<file path="config.mk">
export PLATFORM = sky130hd
export DESIGN_NAME = character_class_tokenizer
export DESIGN_NICKNAME = d
export VERILOG_FILES = /design/src/rtl/cct_pkg.sv /design/src/rtl/character_class_tokenizer.sv /design/src/rtl/cct_front.sv /design/src/rtl/cct_back.sv /design/src/rtl/cct_rsp_queue.sv
export SDC_FILE = /design/constraint.sdc
export NUM_CORES = 1
export LEC_CHECK = 0
export CAP_MARGIN = 25
export CORE_UTILIZATION = 41
export CTS_CLUSTER_DIAMETER = 80
export DETAILED_ROUTE_END_ITERATION = 12
export DONT_BUFFER_PORTS = 1
export SYNTH_ARGS = -nofsm -noshare
export SYNTH_HDL_FRONTEND = slang
export SYNTH_HIERARCHICAL = 1
export SYNTH_SLANG_ARGS = --single-unit
</file>
<file path="constraint.sdc">
create_clock -name clock -period 8.2 [get_ports clock]
set_clock_uncertainty 0.2 [all_clocks]
set_input_delay 1.23 -clock clock [delete_from_list [all_inputs] [get_ports clock]]
set_output_delay 1.23 -clock clock [all_outputs]
set_load 0.01 [all_outputs]
</file>
<file path="src/rtl/cct_pkg.sv">
// ----------------------------------------------------------------------------
// cct_pkg: shared types and codes of the character class tokenizer
// Byte kinds, run and token class codes, queue items and output clamps.
// ----------------------------------------------------------------------------
package cct_pkg;

   localparam int KIND_BITS   = 3;
   localparam int CLASS_BITS  = 3;
   localparam int OUT_OFFSET_BITS = 32;
   localparam int OUT_LINE_BITS   = 24;

   localparam int BYTE_QUEUE_DEPTH = 4;
   localparam int RSP_QUEUE_DEPTH  = 4;

   localparam logic [KIND_BITS-1:0] KIND_SPACE    = 3'd0;
   localparam logic [KIND_BITS-1:0] KIND_NEWLINE  = 3'd1;
   localparam logic [KIND_BITS-1:0] KIND_DIGIT    = 3'd2;
   localparam logic [KIND_BITS-1:0] KIND_LETTER   = 3'd3;
   localparam logic [KIND_BITS-1:0] KIND_RESERVED = 3'd4;
   localparam logic [KIND_BITS-1:0] KIND_OTHER    = 3'd5;

   localparam logic [1:0] RUN_NONE  = 2'd0;
   localparam logic [1:0] RUN_DIGIT = 2'd1;
   localparam logic [1:0] RUN_WORD  = 2'd2;
   localparam logic [1:0] RUN_OTHER = 2'd3;

   localparam logic [CLASS_BITS-1:0] CLASS_DIGITS   = 3'd0;
   localparam logic [CLASS_BITS-1:0] CLASS_RESERVED = 3'd1;
   localparam logic [CLASS_BITS-1:0] CLASS_WORD     = 3'd2;
   localparam logic [CLASS_BITS-1:0] CLASS_OTHER    = 3'd3;
   localparam logic [CLASS_BITS-1:0] CLASS_END      = 3'd4;

   typedef struct packed {
      logic [KIND_BITS-1:0] kind;
      logic                 final_byte;
   } byte_item_type;

   typedef struct packed {
      logic [CLASS_BITS-1:0]      token_class;
      logic [OUT_OFFSET_BITS-1:0] start_offset;
      logic [OUT_OFFSET_BITS-1:0] token_length;
      logic [OUT_LINE_BITS-1:0]   line_number;
      logic [OUT_OFFSET_BITS-1:0] column_number;
      logic                       last_of_run;
   } rsp_item_type;

   localparam int BYTE_ITEM_BITS = $bits(byte_item_type);
   localparam int RSP_ITEM_BITS  = $bits(rsp_item_type);

   function automatic logic [OUT_OFFSET_BITS-1:0] clamp_offset(input logic [64:0] v);
      return (|v[64:OUT_OFFSET_BITS]) ? '1 : v[OUT_OFFSET_BITS-1:0];
   endfunction

   function automatic logic [OUT_LINE_BITS-1:0] clamp_line(input logic [32:0] v);
      return (|v[32:OUT_LINE_BITS]) ? '1 : v[OUT_LINE_BITS-1:0];
   endfunction

   function automatic logic [CLASS_BITS-1:0] run_to_class(input logic [1:0] rc);
      logic [CLASS_BITS-1:0] c;
      unique case (rc)
         RUN_DIGIT: c = CLASS_DIGITS;
         RUN_WORD:  c = CLASS_WORD;
         default:   c = CLASS_OTHER;
      endcase
      return c;
   endfunction

endpackage

</file>
<file path="src/rtl/character_class_tokenizer.sv">
// ----------------------------------------------------------------------------
// character_class_tokenizer: streaming lexical tokenizer
// Splits a byte stream into digit runs, reserved bytes, words and other runs.
//
// Input queue: present req_text_byte and req_final_byte with push; a byte is
// taken at a clock edge where push is high and full is low. A high
// req_final_byte ends the text: any pending token is flushed, an end marker
// follows, and the next byte starts a new text from offset zero, line one.
// Result queue: while empty is low the oldest result sits on the rsp_ ports
// and is taken at an edge where pop is high. rsp_last_of_run marks the last
// result caused by one byte.
// Bytes flow at one per cycle while each causes at most one result and the
// result queue has room; a byte that causes several results holds the back
// end until all have left its sequencer, one per cycle while the result queue
// is not full. A four entry byte queue and a four entry result queue decouple
// the sides; a stalled receiver only backs up into full once both are filled.
// Reset is synchronous and empties both queues and restores the counters.
// ----------------------------------------------------------------------------
module character_class_tokenizer #(
   parameter int OFFSET_BITS = 32,
   parameter int LINE_BITS   = 24
) (
   input  logic        clock,
   input  logic        reset,
   input  logic        push,
   output logic        full,
   input  logic [7:0]  req_text_byte,
   input  logic        req_final_byte,
   output logic        empty,
   input  logic        pop,
   output logic [2:0]  rsp_token_class,
   output logic [31:0] rsp_start_offset,
   output logic [31:0] rsp_token_length,
   output logic [23:0] rsp_line_number,
   output logic [31:0] rsp_column_number,
   output logic        rsp_last_of_run
);
   import cct_pkg::*;

   logic          head_valid;
   byte_item_type head_item;
   logic          head_pop;
   logic          rsp_push;
   rsp_item_type  back_item;
   logic          rsp_full;
   rsp_item_type  out_item;

   cct_front u_front (
      .clock          (clock),
      .reset          (reset),
      .push           (push),
      .full           (full),
      .req_text_byte  (req_text_byte),
      .req_final_byte (req_final_byte),
      .head_valid     (head_valid),
      .head_item      (head_item),
      .head_pop       (head_pop)
   );

   cct_back #(
      .OFFSET_BITS (OFFSET_BITS),
      .LINE_BITS   (LINE_BITS)
   ) u_back (
      .clock      (clock),
      .reset      (reset),
      .head_valid (head_valid),
      .head_item  (head_item),
      .head_pop   (head_pop),
      .rsp_push   (rsp_push),
      .rsp_item   (back_item),
      .rsp_full   (rsp_full)
   );

   cct_rsp_queue u_rsp_queue (
      .clock     (clock),
      .reset     (reset),
      .wr_push   (rsp_push),
      .wr_item   (back_item),
      .wr_full   (rsp_full),
      .empty     (empty),
      .pop       (pop),
      .head_item (out_item)
   );

   assign rsp_token_class   = out_item.token_class;
   assign rsp_start_offset  = out_item.start_offset;
   assign rsp_token_length  = out_item.token_length;
   assign rsp_line_number   = out_item.line_number;
   assign rsp_column_number = out_item.column_number;
   assign rsp_last_of_run   = out_item.last_of_run;

endmodule

</file>
<file path="src/rtl/cct_front.sv">
// ----------------------------------------------------------------------------
// cct_front: byte intake and classification
// Classifies each accepted byte and holds it in a short queue for the back end.
// ----------------------------------------------------------------------------
module cct_front (
   input  logic                   clock,
   input  logic                   reset,
   input  logic                   push,
   output logic                   full,
   input  logic [7:0]             req_text_byte,
   input  logic                   req_final_byte,
   output logic                   head_valid,
   output cct_pkg::byte_item_type head_item,
   input  logic                   head_pop
);
   import cct_pkg::*;

   localparam int PTR_W = $clog2(BYTE_QUEUE_DEPTH);
   localparam int CNT_W = $clog2(BYTE_QUEUE_DEPTH + 1);

   localparam logic [7:0] CH_SPACE   = 8'h20;
   localparam logic [7:0] CH_NEWLINE = 8'h0A;
   localparam logic [7:0] CH_TAB     = 8'h09;
   localparam logic [7:0] CH_LBRACK  = 8'h5B;
   localparam logic [7:0] CH_RBRACK  = 8'h5D;
   localparam logic [7:0] CH_LPAREN  = 8'h28;
   localparam logic [7:0] CH_RPAREN  = 8'h29;
   localparam logic [7:0] CH_COMMA   = 8'h2C;
   localparam logic [7:0] CH_ZERO    = 8'h30;
   localparam logic [7:0] CH_NINE    = 8'h39;
   localparam logic [7:0] CH_LOW_A   = 8'h61;
   localparam logic [7:0] CH_LOW_Z   = 8'h7A;
   localparam logic [7:0] CH_UP_A    = 8'h41;
   localparam logic [7:0] CH_UP_Z    = 8'h5A;

   byte_item_type        mem_ff [BYTE_QUEUE_DEPTH];
   logic [PTR_W-1:0]     wr_ptr_ff, wr_ptr_in;
   logic [PTR_W-1:0]     rd_ptr_ff, rd_ptr_in;
   logic [CNT_W-1:0]     count_ff, count_in;
   byte_item_type        new_item;
   logic                 accept;
   logic                 do_pop;

   always_comb begin
      new_item.final_byte = req_final_byte;
      if (req_text_byte == CH_NEWLINE) begin
         new_item.kind = KIND_NEWLINE;
      end else if (req_text_byte == CH_SPACE || req_text_byte == CH_TAB) begin
         new_item.kind = KIND_SPACE;
      end else if (req_text_byte >= CH_ZERO && req_text_byte <= CH_NINE) begin
         new_item.kind = KIND_DIGIT;
      end else if ((req_text_byte >= CH_LOW_A && req_text_byte <= CH_LOW_Z) ||
                   (req_text_byte >= CH_UP_A && req_text_byte <= CH_UP_Z)) begin
         new_item.kind = KIND_LETTER;
      end else if (req_text_byte == CH_LBRACK || req_text_byte == CH_RBRACK ||
                   req_text_byte == CH_LPAREN || req_text_byte == CH_RPAREN ||
                   req_text_byte == CH_COMMA) begin
         new_item.kind = KIND_RESERVED;
      end else begin
         new_item.kind = KIND_OTHER;
      end
   end

   assign full       = (count_ff == CNT_W'(BYTE_QUEUE_DEPTH));
   assign head_valid = (count_ff != '0);
   assign head_item  = mem_ff[rd_ptr_ff];
   assign accept     = push && !full;
   assign do_pop     = head_pop && head_valid;

   always_comb begin
      wr_ptr_in = wr_ptr_ff;
      rd_ptr_in = rd_ptr_ff;
      count_in  = count_ff;
      if (accept) begin
         wr_ptr_in = (wr_ptr_ff == PTR_W'(BYTE_QUEUE_DEPTH - 1)) ? '0 : wr_ptr_ff + 1'b1;
      end
      if (do_pop) begin
         rd_ptr_in = (rd_ptr_ff == PTR_W'(BYTE_QUEUE_DEPTH - 1)) ? '0 : rd_ptr_ff + 1'b1;
      end
      if (accept && !do_pop) begin
         count_in = count_ff + 1'b1;
      end else if (!accept && do_pop) begin
         count_in = count_ff - 1'b1;
      end
   end

   always_ff @(posedge clock) begin
      if (reset) begin
         wr_ptr_ff <= '0;
         rd_ptr_ff <= '0;
         count_ff  <= '0;
      end else begin
         wr_ptr_ff <= wr_ptr_in;
         rd_ptr_ff <= rd_ptr_in;
         count_ff  <= count_in;
      end
   end

   always_ff @(posedge clock) begin
      if (accept) begin
         mem_ff[wr_ptr_ff] <= new_item;
      end
   end

`ifndef NO_ASSERTIONS
   a_count_bound: assert property (@(posedge clock) disable iff (reset)
      count_ff <= CNT_W'(BYTE_QUEUE_DEPTH))
      else $error("byte queue count out of range");
   a_count_track: assert property (@(posedge clock) disable iff (reset)
      (accept && !do_pop) |=> count_ff == $past(count_ff) + 1'b1)
      else $error("byte queue count missed an item");
   a_pop_needs_item: assert property (@(posedge clock) disable iff (reset)
      head_pop |-> head_valid)
      else $error("byte queue popped while empty");
`endif

endmodule

</file>
<file path="src/rtl/cct_back.sv">
// ----------------------------------------------------------------------------
// cct_back: token state and result sequencing
// Tracks the pending run and position counters and emits one result per cycle while the result queue is not full.
// ----------------------------------------------------------------------------
module cct_back #(
   parameter int OFFSET_BITS = 32,
   parameter int LINE_BITS   = 24
) (
   input  logic                   clock,
   input  logic                   reset,
   input  logic                   head_valid,
   input  cct_pkg::byte_item_type head_item,
   output logic                   head_pop,
   output logic                   rsp_push,
   output cct_pkg::rsp_item_type  rsp_item,
   input  logic                   rsp_full
);
   import cct_pkg::*;

   localparam int CW = OFFSET_BITS + 1;

   logic [1:0]             run_class_ff, run_class_in;
   logic [OFFSET_BITS-1:0] byte_offset_ff, byte_offset_in;
   logic [OFFSET_BITS-1:0] pending_start_ff, pending_start_in;
   logic [LINE_BITS-1:0]   line_count_ff, line_count_in;
   logic [OFFSET_BITS-1:0] line_start_ff, line_start_in;
   logic [LINE_BITS-1:0]   pending_line_ff, pending_line_in;
   logic [CW-1:0]          pending_column_ff, pending_column_in;
   logic [3:0]             sent_ff, sent_in;

   logic [OFFSET_BITS-1:0] next_offset;
   logic                   cont;
   logic [1:0]             run2;
   logic [OFFSET_BITS-1:0] ps2, ls2;
   logic [LINE_BITS-1:0]   pl2, lc2;
   logic [CW-1:0]          pc2, cur_column, end_column;
   logic                   blank_byte;

   logic                   slot_valid [4];
   rsp_item_type           slot_item  [4];
   logic                   sel_found;
   logic [1:0]             sel_idx;
   logic [3:0]             rest;
   logic                   more;

   assign next_offset = (&byte_offset_ff) ? byte_offset_ff : byte_offset_ff + 1'b1;
   assign blank_byte  = (head_item.kind == KIND_SPACE) || (head_item.kind == KIND_NEWLINE);
   assign cur_column  = CW'(byte_offset_ff) - CW'(line_start_ff) + 1'b1;

   always_comb begin
      unique case (run_class_ff)
         RUN_DIGIT: cont = (head_item.kind == KIND_DIGIT);
         RUN_WORD:  cont = (head_item.kind == KIND_DIGIT) || (head_item.kind == KIND_LETTER);
         RUN_OTHER: cont = (head_item.kind == KIND_OTHER);
         default:   cont = 1'b0;
      endcase
   end

   // state after the byte itself, before any end of text flush
   always_comb begin
      run2 = run_class_ff;
      ps2  = pending_start_ff;
      pl2  = pending_line_ff;
      pc2  = pending_column_ff;
      lc2  = line_count_ff;
      ls2  = line_start_ff;
      if (!cont) begin
         run2 = RUN_NONE;
         if (head_item.kind == KIND_NEWLINE) begin
            lc2 = (&line_count_ff) ? line_count_ff : line_count_ff + 1'b1;
            ls2 = next_offset;
         end else if (!blank_byte && head_item.kind != KIND_RESERVED) begin
            unique case (head_item.kind)
               KIND_DIGIT:  run2 = RUN_DIGIT;
               KIND_LETTER: run2 = RUN_WORD;
               default:     run2 = RUN_OTHER;
            endcase
            ps2 = byte_offset_ff;
            pl2 = line_count_ff;
            pc2 = cur_column;
         end
      end
   end

   assign end_column = CW'(next_offset) - CW'(ls2) + 1'b1;

   // candidate results in emission order
   always_comb begin
      slot_valid[0] = !cont && (run_class_ff != RUN_NONE);
      slot_item[0].token_class   = run_to_class(run_class_ff);
      slot_item[0].start_offset  = clamp_offset(65'(pending_start_ff));
      slot_item[0].token_length  = clamp_offset(65'(byte_offset_ff - pending_start_ff));
      slot_item[0].line_number   = clamp_line(33'(pending_line_ff));
      slot_item[0].column_number = clamp_offset(65'(pending_column_ff));
      slot_item[0].last_of_run   = 1'b0;

      slot_valid[1] = !cont && (head_item.kind == KIND_RESERVED);
      slot_item[1].token_class   = CLASS_RESERVED;
      slot_item[1].start_offset  = clamp_offset(65'(byte_offset_ff));
      slot_item[1].token_length  = OUT_OFFSET_BITS'(1);
      slot_item[1].line_number   = clamp_line(33'(line_count_ff));
      slot_item[1].column_number = clamp_offset(65'(cur_column));
      slot_item[1].last_of_run   = 1'b0;

      slot_valid[2] = head_item.final_byte && (run2 != RUN_NONE);
      slot_item[2].token_class   = run_to_class(run2);
      slot_item[2].start_offset  = clamp_offset(65'(ps2));
      slot_item[2].token_length  = clamp_offset(65'(next_offset - ps2));
      slot_item[2].line_number   = clamp_line(33'(pl2));
      slot_item[2].column_number = clamp_offset(65'(pc2));
      slot_item[2].last_of_run   = 1'b0;

      slot_valid[3] = head_item.final_byte;
      slot_item[3].token_class   = CLASS_END;
      slot_item[3].start_offset  = clamp_offset(65'(next_offset));
      slot_item[3].token_length  = '0;
      slot_item[3].line_number   = clamp_line(33'(lc2));
      slot_item[3].column_number = clamp_offset(65'(end_column));
      slot_item[3].last_of_run   = 1'b0;
   end

   always_comb begin
      sel_found = 1'b0;
      sel_idx   = '0;
      for (int i = 0; i < 4; i++) begin
         if (!sel_found && slot_valid[i] && !sent_ff[i]) begin
            sel_found = 1'b1;
            sel_idx   = 2'(i);
         end
      end
      rest = {slot_valid[3], slot_valid[2], slot_valid[1], slot_valid[0]}
             & ~sent_ff & ~(4'b0001 << sel_idx);
      more = |rest;
   end

   always_comb begin
      rsp_item             = slot_item[sel_idx];
      rsp_item.last_of_run = !more;
   end

   assign rsp_push = head_valid && sel_found && !rsp_full;
   assign head_pop = head_valid && (!sel_found || (rsp_push && !more));

   always_comb begin
      sent_in           = sent_ff;
      run_class_in      = run_class_ff;
      byte_offset_in    = byte_offset_ff;
      pending_start_in  = pending_start_ff;
      line_count_in     = line_count_ff;
      line_start_in     = line_start_ff;
      pending_line_in   = pending_line_ff;
      pending_column_in = pending_column_ff;
      if (head_pop) begin
         sent_in = '0;
         if (head_item.final_byte) begin
            run_class_in      = RUN_NONE;
            byte_offset_in    = '0;
            pending_start_in  = '0;
            line_count_in     = LINE_BITS'(1);
            line_start_in     = '0;
            pending_line_in   = LINE_BITS'(1);
            pending_column_in = CW'(1);
         end else begin
            run_class_in      = run2;
            byte_offset_in    = next_offset;
            pending_start_in  = ps2;
            line_count_in     = lc2;
            line_start_in     = ls2;
            pending_line_in   = pl2;
            pending_column_in = pc2;
         end
      end else if (rsp_push) begin
         sent_in = sent_ff | (4'b0001 << sel_idx);
      end
   end

   always_ff @(posedge clock) begin
      if (reset) begin
         sent_ff           <= '0;
         run_class_ff      <= RUN_NONE;
         byte_offset_ff    <= '0;
         pending_start_ff  <= '0;
         line_count_ff     <= LINE_BITS'(1);
         line_start_ff     <= '0;
         pending_line_ff   <= LINE_BITS'(1);
         pending_column_ff <= CW'(1);
      end else begin
         sent_ff           <= sent_in;
         run_class_ff      <= run_class_in;
         byte_offset_ff    <= byte_offset_in;
         pending_start_ff  <= pending_start_in;
         line_count_ff     <= line_count_in;
         line_start_ff     <= line_start_in;
         pending_line_ff   <= pending_line_in;
         pending_column_ff <= pending_column_in;
      end
   end

`ifndef NO_ASSERTIONS
   a_push_not_full: assert property (@(posedge clock) disable iff (reset)
      rsp_push |-> !rsp_full)
      else $error("result pushed into full queue");
   a_end_is_last: assert property (@(posedge clock) disable iff (reset)
      (rsp_push && rsp_item.token_class == CLASS_END) |-> rsp_item.last_of_run)
      else $error("end marker not flagged last");
   a_final_resets: assert property (@(posedge clock) disable iff (reset)
      (head_pop && head_item.final_byte) |=>
         (byte_offset_ff == '0 && run_class_ff == RUN_NONE && sent_ff == '0))
      else $error("state not restored after final byte");
   a_line_start_order: assert property (@(posedge clock) disable iff (reset)
      line_start_ff <= byte_offset_ff)
      else $error("line start past current offset");
`endif

endmodule

</file>
<file path="src/rtl/cct_rsp_queue.sv">
// ----------------------------------------------------------------------------
// cct_rsp_queue: result queue
// Holds finished result items until the receiver pops them.
// ----------------------------------------------------------------------------
module cct_rsp_queue (
   input  logic                  clock,
   input  logic                  reset,
   input  logic                  wr_push,
   input  cct_pkg::rsp_item_type wr_item,
   output logic                  wr_full,
   output logic                  empty,
   input  logic                  pop,
   output cct_pkg::rsp_item_type head_item
);
   import cct_pkg::*;

   localparam int PTR_W = $clog2(RSP_QUEUE_DEPTH);
   localparam int CNT_W = $clog2(RSP_QUEUE_DEPTH + 1);

   rsp_item_type     mem_ff [RSP_QUEUE_DEPTH];
   logic [PTR_W-1:0] wr_ptr_ff, wr_ptr_in;
   logic [PTR_W-1:0] rd_ptr_ff, rd_ptr_in;
   logic [CNT_W-1:0] count_ff, count_in;
   logic             do_push;
   logic             do_pop;

   assign wr_full   = (count_ff == CNT_W'(RSP_QUEUE_DEPTH));
   assign empty     = (count_ff == '0);
   assign head_item = mem_ff[rd_ptr_ff];
   assign do_push   = wr_push && !wr_full;
   assign do_pop    = pop && !empty;

   always_comb begin
      wr_ptr_in = wr_ptr_ff;
      rd_ptr_in = rd_ptr_ff;
      count_in  = count_ff;
      if (do_push) begin
         wr_ptr_in = (wr_ptr_ff == PTR_W'(RSP_QUEUE_DEPTH - 1)) ? '0 : wr_ptr_ff + 1'b1;
      end
      if (do_pop) begin
         rd_ptr_in = (rd_ptr_ff == PTR_W'(RSP_QUEUE_DEPTH - 1)) ? '0 : rd_ptr_ff + 1'b1;
      end
      if (do_push && !do_pop) begin
         count_in = count_ff + 1'b1;
      end else if (!do_push && do_pop) begin
         count_in = count_ff - 1'b1;
      end
   end

   always_ff @(posedge clock) begin
      if (reset) begin
         wr_ptr_ff <= '0;
         rd_ptr_ff <= '0;
         count_ff  <= '0;
      end else begin
         wr_ptr_ff <= wr_ptr_in;
         rd_ptr_ff <= rd_ptr_in;
         count_ff  <= count_in;
      end
   end

   always_ff @(posedge clock) begin
      if (do_push) begin
         mem_ff[wr_ptr_ff] <= wr_item;
      end
   end

`ifndef NO_ASSERTIONS
   a_count_bound: assert property (@(posedge clock) disable iff (reset)
      count_ff <= CNT_W'(RSP_QUEUE_DEPTH))
      else $error("result queue count out of range");
   a_ptr_gap: assert property (@(posedge clock) disable iff (reset)
      (count_ff == '0 || count_ff == CNT_W'(RSP_QUEUE_DEPTH)) |-> wr_ptr_ff == rd_ptr_ff)
      else $error("result queue pointers disagree with count");
   a_push_held: assert property (@(posedge clock) disable iff (reset)
      (do_push && !do_pop) |=> !empty)
      else $error("pushed item lost");
`endif

endmodule
</file>
Word-level counts from Yosys, hierarchy flattened
Memory sizes are Yosys's and may differ from the RTL's. A register that Yosys moved wholly into a read port is not among the register bits. Index checks and enable logic that the tools add are counted.

RAM bits: 512. Bits in registers: 197. Memories: 2. Output and inout bits: 126. Input port bits: 13.

Memories: u_rsp_queue.mem_ff (depth 4, bits a word 124, read ports 1, clocked after memory_dff 1, write ports 1, line cct_rsp_queue.sv:20) `rsp_item_type mem_ff [RSP_QUEUE_DEPTH];`; u_front.mem_ff (depth 4, bits a word 4, read ports 1, clocked after memory_dff 1, write ports 1, line cct_front.sv:36) `byte_item_type mem_ff [BYTE_QUEUE_DEPTH];`.

Reductions and logical operators: 66. Bitwise operators: 6. Equal/unequal tests: 25. Mux-type cells: 66. Magnitude comparators: 7. Add/subtract/negate cells: 16. Shift-type cells: 1.

Operators with widths (count): $mux W32 (15); $bmux W124 S2 (1); $mux W124 (2); $mux W24 (8); $mux W33 (4); $sub A32 B32 Y33 (4); $add A33 B1 Y33 const B (2); $reduce_or A33 Y1 (2); $add A32 B1 Y32 const B (1); $eq A8 B6 Y1 const B (4); $reduce_and A32 Y1 (1); $mux W2 (14); $logic_and A1 B1 Y1 (26); $add A24 B1 Y24 const B (1); $mux W3 (8); $reduce_and A24 Y1 (1); $logic_not A1 Y1 (18); $eq A8 B4 Y1 const B (2); $eq A8 B7 Y1 const B (2); $ge A8 B7 Y1 const B (2); $le A8 B7 Y1 const B (2); $eq A2 B2 Y1 const B (7); $eq A3 B3 Y1 const B (4); $pmux W2 S2 (3); other kinds (23) (53).

Longest topological paths before layout
Gate-level depths: netlist (run 1).

Depth after elaboration: 31. Depth in mapped cells: 25. Depth with buffers taken out: 25.

Hierarchy
Netlist (run 1), hierarchy kept.

Modules (own cells, without submodules): cct_back (cells each 2462, area each 18362.6 sq um, times used 1); cct_rsp_queue (cells each 698, area each 18340.1 sq um, times used 1); cct_front (cells each 99, area each 1217.4 sq um, times used 1).

Least setup slack after synthesis (run 1)
OpenSTA, ideal clock, no wires.

Kind: flip-flop to flip-flop. Start: register with a tool-made name. End: memory u_rsp_queue/mem_ff[3][0] (netlist name), enable pin. Cell stages (with the launch flop): 11. Data arrival time: 5.619 ns. Slack: 1.882 ns. Data required time: 7.502 ns. Cell sequence: dfxtp_1 mux4_2 clkbuf_1 nand2b_1 o21ai_0 nor2b_1 a21oi_1 ha_1 nor3b_1 o41a_1 and3_1.

RTL lines (line): to (decl) (cct_rsp_queue.sv:20).

==> summary.md, run 1 <==
| Metric | Value |
|---|---|
| Max_slew headroom | `0.329` |
| Worst Path Buf+Inv | `1` |
| Cell Rows | `111` |
| Total CTS buffers | `77` |
| Nets@finish | `3437` |
| Ys Warns | `6` |
| CP max stage delay | `610 ps` |
| Resize count post-CTS | `0` |
| WS Path Type | `flip-flop to flip-flop` |
| Crit path required time | `8350 ps` |
| Critical Path Sink Type | `flip-flop` |
| Final setup violation count | `0` |
| Core area | `0.0917 mm^2` |
| Max IR drop VDD | `452 uV` |
| CP cell instances | `nand3_1 -> nor3_1 -> nand4b_4 -> nand4_2 -> inv_1 -> and3_1 -> xor2_1 -> a21oi_1 -> ha_1 -> ha_1 -> nor3_1 -> o21bai_1 -> nand4_1 -> o211ai_1 -> a21oi_1 -> o31ai_2 -> a31oi_1 -> xnor2_1 -> nand2_2 -> nor2_1 -> o311ai_0` |
| Sw power | `5.65 mW` |
| Power Density | `342 mW/mm^2` |
| Gr ovfl total | `0` |
| Hold Fails Final Rpt | `0` |
| Via count | `26077` |
| DR vias/cell | `5.85` |
| GRT Util Overall | `0.210` |
| Status | `completed` |
| Final HPWL DP | `68600 um` |
| Vias in the first global route | `25020` |
| Sequential-to-total area share from yosys stat | `0.512` |
| RSZ-0062 raised after global routing | `false` |
| Root Buffer | `clkbuf_16` |
| CTS tree | `built` |
| Initial antenna violation count | `0` |
| Proportion of layout cells with a drive suffix above 1 | `0.114` |
| Max Cap Viol | `0` |
| DRT iter0 DRCs | `2176` |
| Final ANT Viol Nets | `0` |
| CTS max path bufs | `3` |
| Worst-margin pin slew | `1010 ps` |
| Fin crit share | `0.820` |
| First-pass GRT wire length | `153000 um` |
| H-tree depth | `3` |
| Fill cell count | `8331` |
| Hold_buf cts | `0` |
| Setup TNS | `0 ps` |
| Clock-pin slew on the worst setup and hold paths | `70 ps` |
| Slew Viols, Final | `0` |
| RePlAce Congestion | `0.937` |
| Seq cells post-synth | `713` |
| Sequential power share | `0.359` |
| Die area | `0.0937 mm^2` |
| Delay-heaviest family, CP | `simple AND/OR/NAND/NOR gates` |
| Worst setup SP type | `flip-flop` |
| Synthesized cell area | `0.0379 mm^2` |
| DR WL/cell | `22.3 um` |
| Drt total wl | `99500 um` |
| Top FF cell, synth | `edfxtp_1` |
| Worst hold path class | `flip-flop to flip-flop` |
| I/O pin count | `139` |
| Starting Density | `0.414` |
| CTS sink cnt | `713` |
| Fmax | `0.149 GHz` |
| Post-synth EDFFs | `512` |
| Worst-path fanout max | `32` |
| Crit path arrival time | `6870 ps` |
| Leakage | `14.9 nW` |
| Combinational power share | `0.396` |
| Clock latency on the worst-skew pair | `650 ps` |
| Post-layout min period | `6720 ps` |
| Clk network pwr share | `0.245` |
| Syn nets | `3489` |
| Setup Buffers After CTS | `0` |
| Syn_area_per_cell | `11.6 um^2` |
| Die Span X | `306 um` |
| Slowest-stage cell, CP | `dfxtp_1` |
| Hold Path Origin | `u_back/line_start_ff[25]` |
| Number of distinct library cells after synthesis | `108` |
| Layout overhead on the synthesized area | `9.76%` |
| Pre-antenna DRT Iters | `6` |
| Async S/R FF share, synth | `0` |
| DRC viols | `0` |
| Final Util | `0.454` |
| Die Y | `306 um` |
| Largest net degree at the start of global routing | `125` |
| Crit path launch | `u_back/byte_offset_ff[16]` |
| Internal | `8.58 mW` |
| Port Buffers | `0` |
| Switching portion of total power | `0.397` |
| R2R Setup Slk | `1480 ps` |
| Worst R2R Start | `u_back/byte_offset_ff[16]` |
| Cells after Synth | `3259` |
cells by family after synthesis:
kind of cell | Yosys count | synth area share
AOI/OAI and AO/OA | 993 | 0.168
muxes | 174 | 0.0882
xor gates and xnor gates | 143 | 0.0336
buffers and inverters | 308 | 0.0357
DFF | 713 | 0.512
and+or+nand+nor | 710 | 0.0895
adders and majority gates | 218 | 0.0731
layout make-up:
| cell class | instances | area [um^2] | area share |
|---|---|---|---|
| flip-flops and latches | 713 | 19400 | 0.466 |
| multi-input cells | 2238 | 17300 | 0.415 |
| clock buffers | 100 | 2040 | 0.0491 |
| well taps | 1186 | 1480 | 0.0357 |
| inverters | 128 | 480 | 0.0115 |
| repair buffers | 49 | 475 | 0.0114 |
| clock inverters | 41 | 473 | 0.0114 |
| diodes | 1 | 2.50 | 0.0000601 |
path summary, 6_finish.rpt:
path | endpoint | cells after the start
max reg2reg | u_rsp_queue/mem_ff[2][18] | 21
min | u_back/line_start_ff[25] | 2
min reg2reg | u_back/line_start_ff[25] | 2
max | u_rsp_queue/mem_ff[2][18] | 21
cells in the mapped netlist (8+ instances only):
cell type,instances,area (um^2)
nor2b_1,34,213
o22ai_1,62,388
o21bai_1,14,105
and2_1,19,119
and3_1,30,188
xor2_1,69,604
a21oi_1,214,1070
o31ai_1,15,113
a222oi_1,9,90.1
ha_1,211,2640
o221ai_1,15,131
nor4_1,8,50.1
a22oi_1,63,473
clkbuf_1,98,368
o221ai_2,9,135
buf_1,10,37.5
buf_6,12,135
and4_1,9,78.8
edfxtp_1,512,15400
nand2_1,212,796
o21ai_1,13,65.1
nor2_1,210,788
a21o_1,50,375
nand2b_1,21,131
nand3_1,55,275
buf_2,49,245
a22o_1,58,508
or3_1,20,125
inv_1,125,469
mux2i_1,44,440
a31oi_1,16,100
nand4_1,19,119
mux4_2,128,2880
nor3_1,33,165
o21ai_0,324,1620
xnor2_1,71,622
o21a_1,19,143
a211oi_1,14,105
o211ai_1,18,135
dfxtp_1,201,4020
routing by layer:
layer	GRT usage	wire length [um]	vias up
li1	-	-	12373
met1	0.302	46200	12802
met2	0.322	44800	772
met4	0.0649	2650	0
met5	0	0	-
met3	0.0384	5920	130
placed cells by master (no fill, tap or decap), drive strengths merged, types with 21 or more instances in the layout:
| cell type | synthesis | layout |
|---|---|---|
| edfxtp | 512 | 512 |
| o21ai | 341 | 341 |
| a21oi | 216 | 216 |
| nor2 | 214 | 214 |
| nand2 | 213 | 213 |
| ha | 211 | 211 |
| dfxtp | 201 | 201 |
| inv | 128 | 132 |
| mux4 | 128 | 128 |
| clkbuf | 100 | 100 |
| xnor2 | 72 | 72 |
| xor2 | 71 | 71 |
| a22oi | 63 | 63 |
| o22ai | 62 | 62 |
| a22o | 58 | 58 |
| nand3 | 55 | 55 |
| a21o | 51 | 51 |
| buf | 79 | 49 |
| mux2i | 44 | 44 |
| nor3 | 35 | 35 |
| nor2b | 34 | 34 |
| and3 | 31 | 31 |
| o221ai | 24 | 24 |
| clkinv | 0 | 24 |
| nand2b | 23 | 23 |
| o31ai | 21 | 21 |
registers in the layout, indices dropped and copies added (netlist names), 3 cells and up, named ones only:
name	flops
u_back/byte_offset_ff	32
u_back/line_count_ff	24
u_back/line_start_ff	32
u_back/pending_column_ff	33
u_back/pending_line_ff	24
u_back/pending_start_ff	32
u_back/sent_ff	4
u_front/count_ff	3
u_front/mem_ff	16
u_rsp_queue/count_ff	3
u_rsp_queue/mem_ff	496
worst reg2reg max path: cells and delay by family (launching register included):
family / cells / cell delay [ps]
compound gates: 7 / 1960
xor+xnor: 2 / 540
flops: 1 / 610
buf+inv: 1 / 90
simple gates: 9 / 2350
fa+ha+maj: 2 / 660
per-stage QoR:
stage          setup WS (ps)  cells  hold WS (ps)  power, mW  cell area, um^2
2_1_floorplan           1880   3259           225       8.89            37900
3_3_place_gp            1600   4313           238       10.8            39100
3_5_place_dp            1540   4313           245       10.9            39100
4_1_cts                 1480   4454           259       14.4            41600
5_1_grt                  851   4455           283       14.9            41600
6_report                1480   4456           255       14.2            41600
power by group through the flow:
stage / Sequential (mW) / Clock (mW) / Combinational, mW
global placement: 5.17 / 0 / 5.64
global route: 5.17 / 3.70 / 6.04
finish: 5.11 / 3.48 / 5.63
detailed placement: 5.19 / 0 / 5.66
CTS: 5.12 / 3.56 / 5.68
floorplan: 5.17 / 0 / 3.73
(Power assumes the default switching activity.)
==> inputs of run 2 (changes only) <==
==> constraint.sdc (replaced) <==
create_clock -name clock -period 6.6 [get_ports clock]
set_clock_uncertainty 0.2 [all_clocks]
set_input_delay 0.99 -clock clock [delete_from_list [all_inputs] [get_ports clock]]
set_output_delay 0.99 -clock clock [all_outputs]
set_load 0.01 [all_outputs]
==> run 2 against run 1 <==
  * Utilization up 0.53 points
  * Combinational power increased by 26%
  * Clock power is 26% higher
  * Sequential share of layout area fell by 0.53 points
  * Largest cell class unchanged
  * Highest routed layer unchanged
==> summary.md, run 2 (synthesis results as in run 1) <==
| Metric | Value |
|---|---|
| Delay-heaviest family, CP | `compound AO/OA/AOI/OAI gates` |
| RePlAce Congestion | `0.942` |
| CTS tree | `built` |
| Core area | `0.0917 mm^2` |
| Power Density | `423 mW/mm^2` |
| Total CTS buffers | `77` |
| R2R Setup Slk | `470 ps` |
| DR vias/cell | `5.88` |
| Worst Hold Path EP | `u_front/count_ff[2]` |
| Crit path arrival time | `6260 ps` |
| Vias in the first global route | `25730` |
| Final HPWL DP | `71500 um` |
| Clock latency on the worst-skew pair | `650 ps` |
| Initial antenna violation count | `0` |
| Most common cell after layout, fill and taps aside | `edfxtp_1` |
| Largest Register | `u_rsp_queue/mem_ff` |
| Post-layout min period | `6130 ps` |
| Max reg flops | `496` |
| Critical Path Sink Type | `flip-flop` |
| Worst-path fanout max | `8` |
| Final Util | `0.459` |
| Starting Density | `0.414` |
| Pre-CTS WS | `356 ps` |
| Worst Path Buf+Inv | `0` |
| Final worst setup slack | `466 ps` |
| Worst R2R Start | `u_back/byte_offset_ff[0]` |
| Hold Path Origin | `reset` |
| Finished Cell Area | `0.0421 mm^2` |
| First-pass GRT wire length | `157000 um` |
| Nets@finish | `3487` |
| Worst hold stages | `1` |
| CP max stage delay | `520 ps` |
| Port Buffers | `0` |
| Worst R2R Path Depth | `21` |
| Hold_buf cts | `0` |
| Biggest regs | `u_rsp_queue/mem_ff x496, u_back/pending_column_ff x33` |
| DR WL/cell | `22.7 um` |
| Cell Rows | `111` |
| Final ANT Viol Nets | `0` |
| Final Power | `17.8 mW` |
| Worst hold path class | `input port to flip-flop` |
| N_diodes | `0` |
| Commonest non-fill, non-tap cells in the layout | `edfxtp_1 (512), o21ai_0 (323), a21oi_1 (214), nand2_1 (211), ha_1 (211)` |
| Die Y | `306 um` |
| CTS sink cnt | `713` |
| DRT iter0 DRCs | `2318` |
| Max IR drop VDD | `371 uV` |
| Worst setup SP type | `flip-flop` |
| Die Span X | `306 um` |
| CP most frequent cell | `ha_1` |
| WS Path Type | `flip-flop to flip-flop` |
| Root Buffer | `clkbuf_16` |
| Clock-pin slew on the worst setup and hold paths | `60 ps` |
| Worst-margin pin slew | `1050 ps` |
| H-tree depth | `3` |
| Final setup violation count | `0` |
| R2R Path End | `u_rsp_queue/mem_ff[1][30]` |
| Resize count post-CTS | `0` |
| Crit path required time | `6730 ps` |
| Placement Cell Area | `0.0395 mm^2` |
| GRT Util Overall | `0.216` |
| Layout overhead on the synthesized area | `11.0%` |
| Via count | `26513` |
| Status | `completed` |
| I/O pin count | `139` |
| Pre-antenna DRT Iters | `5` |
| Leakage | `15.2 nW` |
| Gr ovfl total | `0` |
| RSZ-0062 raised after global routing | `false` |
| CTS max path bufs | `3` |
| Fmax | `0.163 GHz` |
| Max_slew headroom | `0.298` |
| Slew Viols, Final | `0` |
| Fin crit share | `0.929` |
| Setup TNS | `0 ps` |
| Setup Buffers After CTS | `0` |
| Slowest-stage cell, CP | `dfxtp_1` |
| Largest net degree at the start of global routing | `77` |
| Max Cap Viol | `0` |
| Die area | `0.0937 mm^2` |
| Proportion of layout cells with a drive suffix above 1 | `0.127` |
| Hold Fails Final Rpt | `0` |
| DRC viols | `0` |
| Drt total wl | `102000 um` |
| CP cell instances | `ha_1 -> nand2_1 -> nor3_1 -> nand4b_4 -> and2b_1 -> and2b_4 -> xor2_1 -> a21oi_1 -> ha_1 -> ha_1 -> and3_1 -> and2_1 -> a221o_1 -> a31o_2 -> a211oi_4 -> o21ai_2 -> a21oi_2 -> a21boi_1 -> or3_1 -> a21oi_1 -> o211ai_1` |
[run 2: worst register-to-register path: stages (launching register included)]
cell,delay [ps]
dfxtp_1,520
ha_1,220
nand2_1,100
nor3_1,420
nand4b_4,220
and2b_1,270
and2b_4,210
xor2_1,380
a21oi_1,170
ha_1,300
ha_1,350
and3_1,200
and2_1,150
a221o_1,390
a31o_2,310
a211oi_4,370
o21ai_2,140
a21oi_2,190
a21boi_1,90
or3_1,310
a21oi_1,160
o211ai_1,170
[run 2: where the power goes]
part           switching (mW)  leakage [nW]  internal [mW]
clock                    1.80          1.24           2.58
sequential              0.198          6.38           6.12
combinational            4.99          7.57           2.11
[run 2: per-stage QoR]
| stage | std cells | hold WS (ps) |
|---|---|---|
| after global placement | 4362 | 248 |
| final | 4507 | 217 |
| after detailed placement | 4363 | 254 |
| after global routing | 4507 | 197 |
| after floorplan | 3259 | 225 |
| after CTS | 4506 | 184 |
[run 2: how the worst max path moves through the flow]
stage / start / end / slack, ps / cells after the start
after floorplan: flip-flop / u_rsp_queue/mem_ff[3][0] / 280 / 10
after global placement: u_back/byte_offset_ff[0] / u_rsp_queue/mem_ff[0][18] / 550 / 23
after detailed placement: u_back/byte_offset_ff[0] / u_rsp_queue/mem_ff[3][18] / 360 / 21
after CTS: u_back/byte_offset_ff[0] / u_rsp_queue/mem_ff[0][18] / 320 / 21
after global routing: u_back/byte_offset_ff[0] / u_rsp_queue/mem_ff[0][18] / 20 / 23
final: u_back/byte_offset_ff[0] / u_rsp_queue/mem_ff[1][30] / 470 / 21
[run 2: cell type report]
type | count | area [um^2]
fillers | 8340 | 49600
flip-flops and latches | 713 | 19400
multi-input cells | 2238 | 17300
clock buffers | 103 | 2160
well taps | 1186 | 1480
repair buffers | 99 | 913
inverters | 128 | 480
clock inverters | 40 | 403
[run 2: per-layer routing]
metal	track usage	share of wire	routed length [um]	up-vias
li1	-	-	-	12446
met1	0.307	0.46	46600	13081
met2	0.335	0.46	46600	860
met3	0.0392	0.066	6710	126
met4	0.0650	0.022	2290	0
met5	0	0	0	-
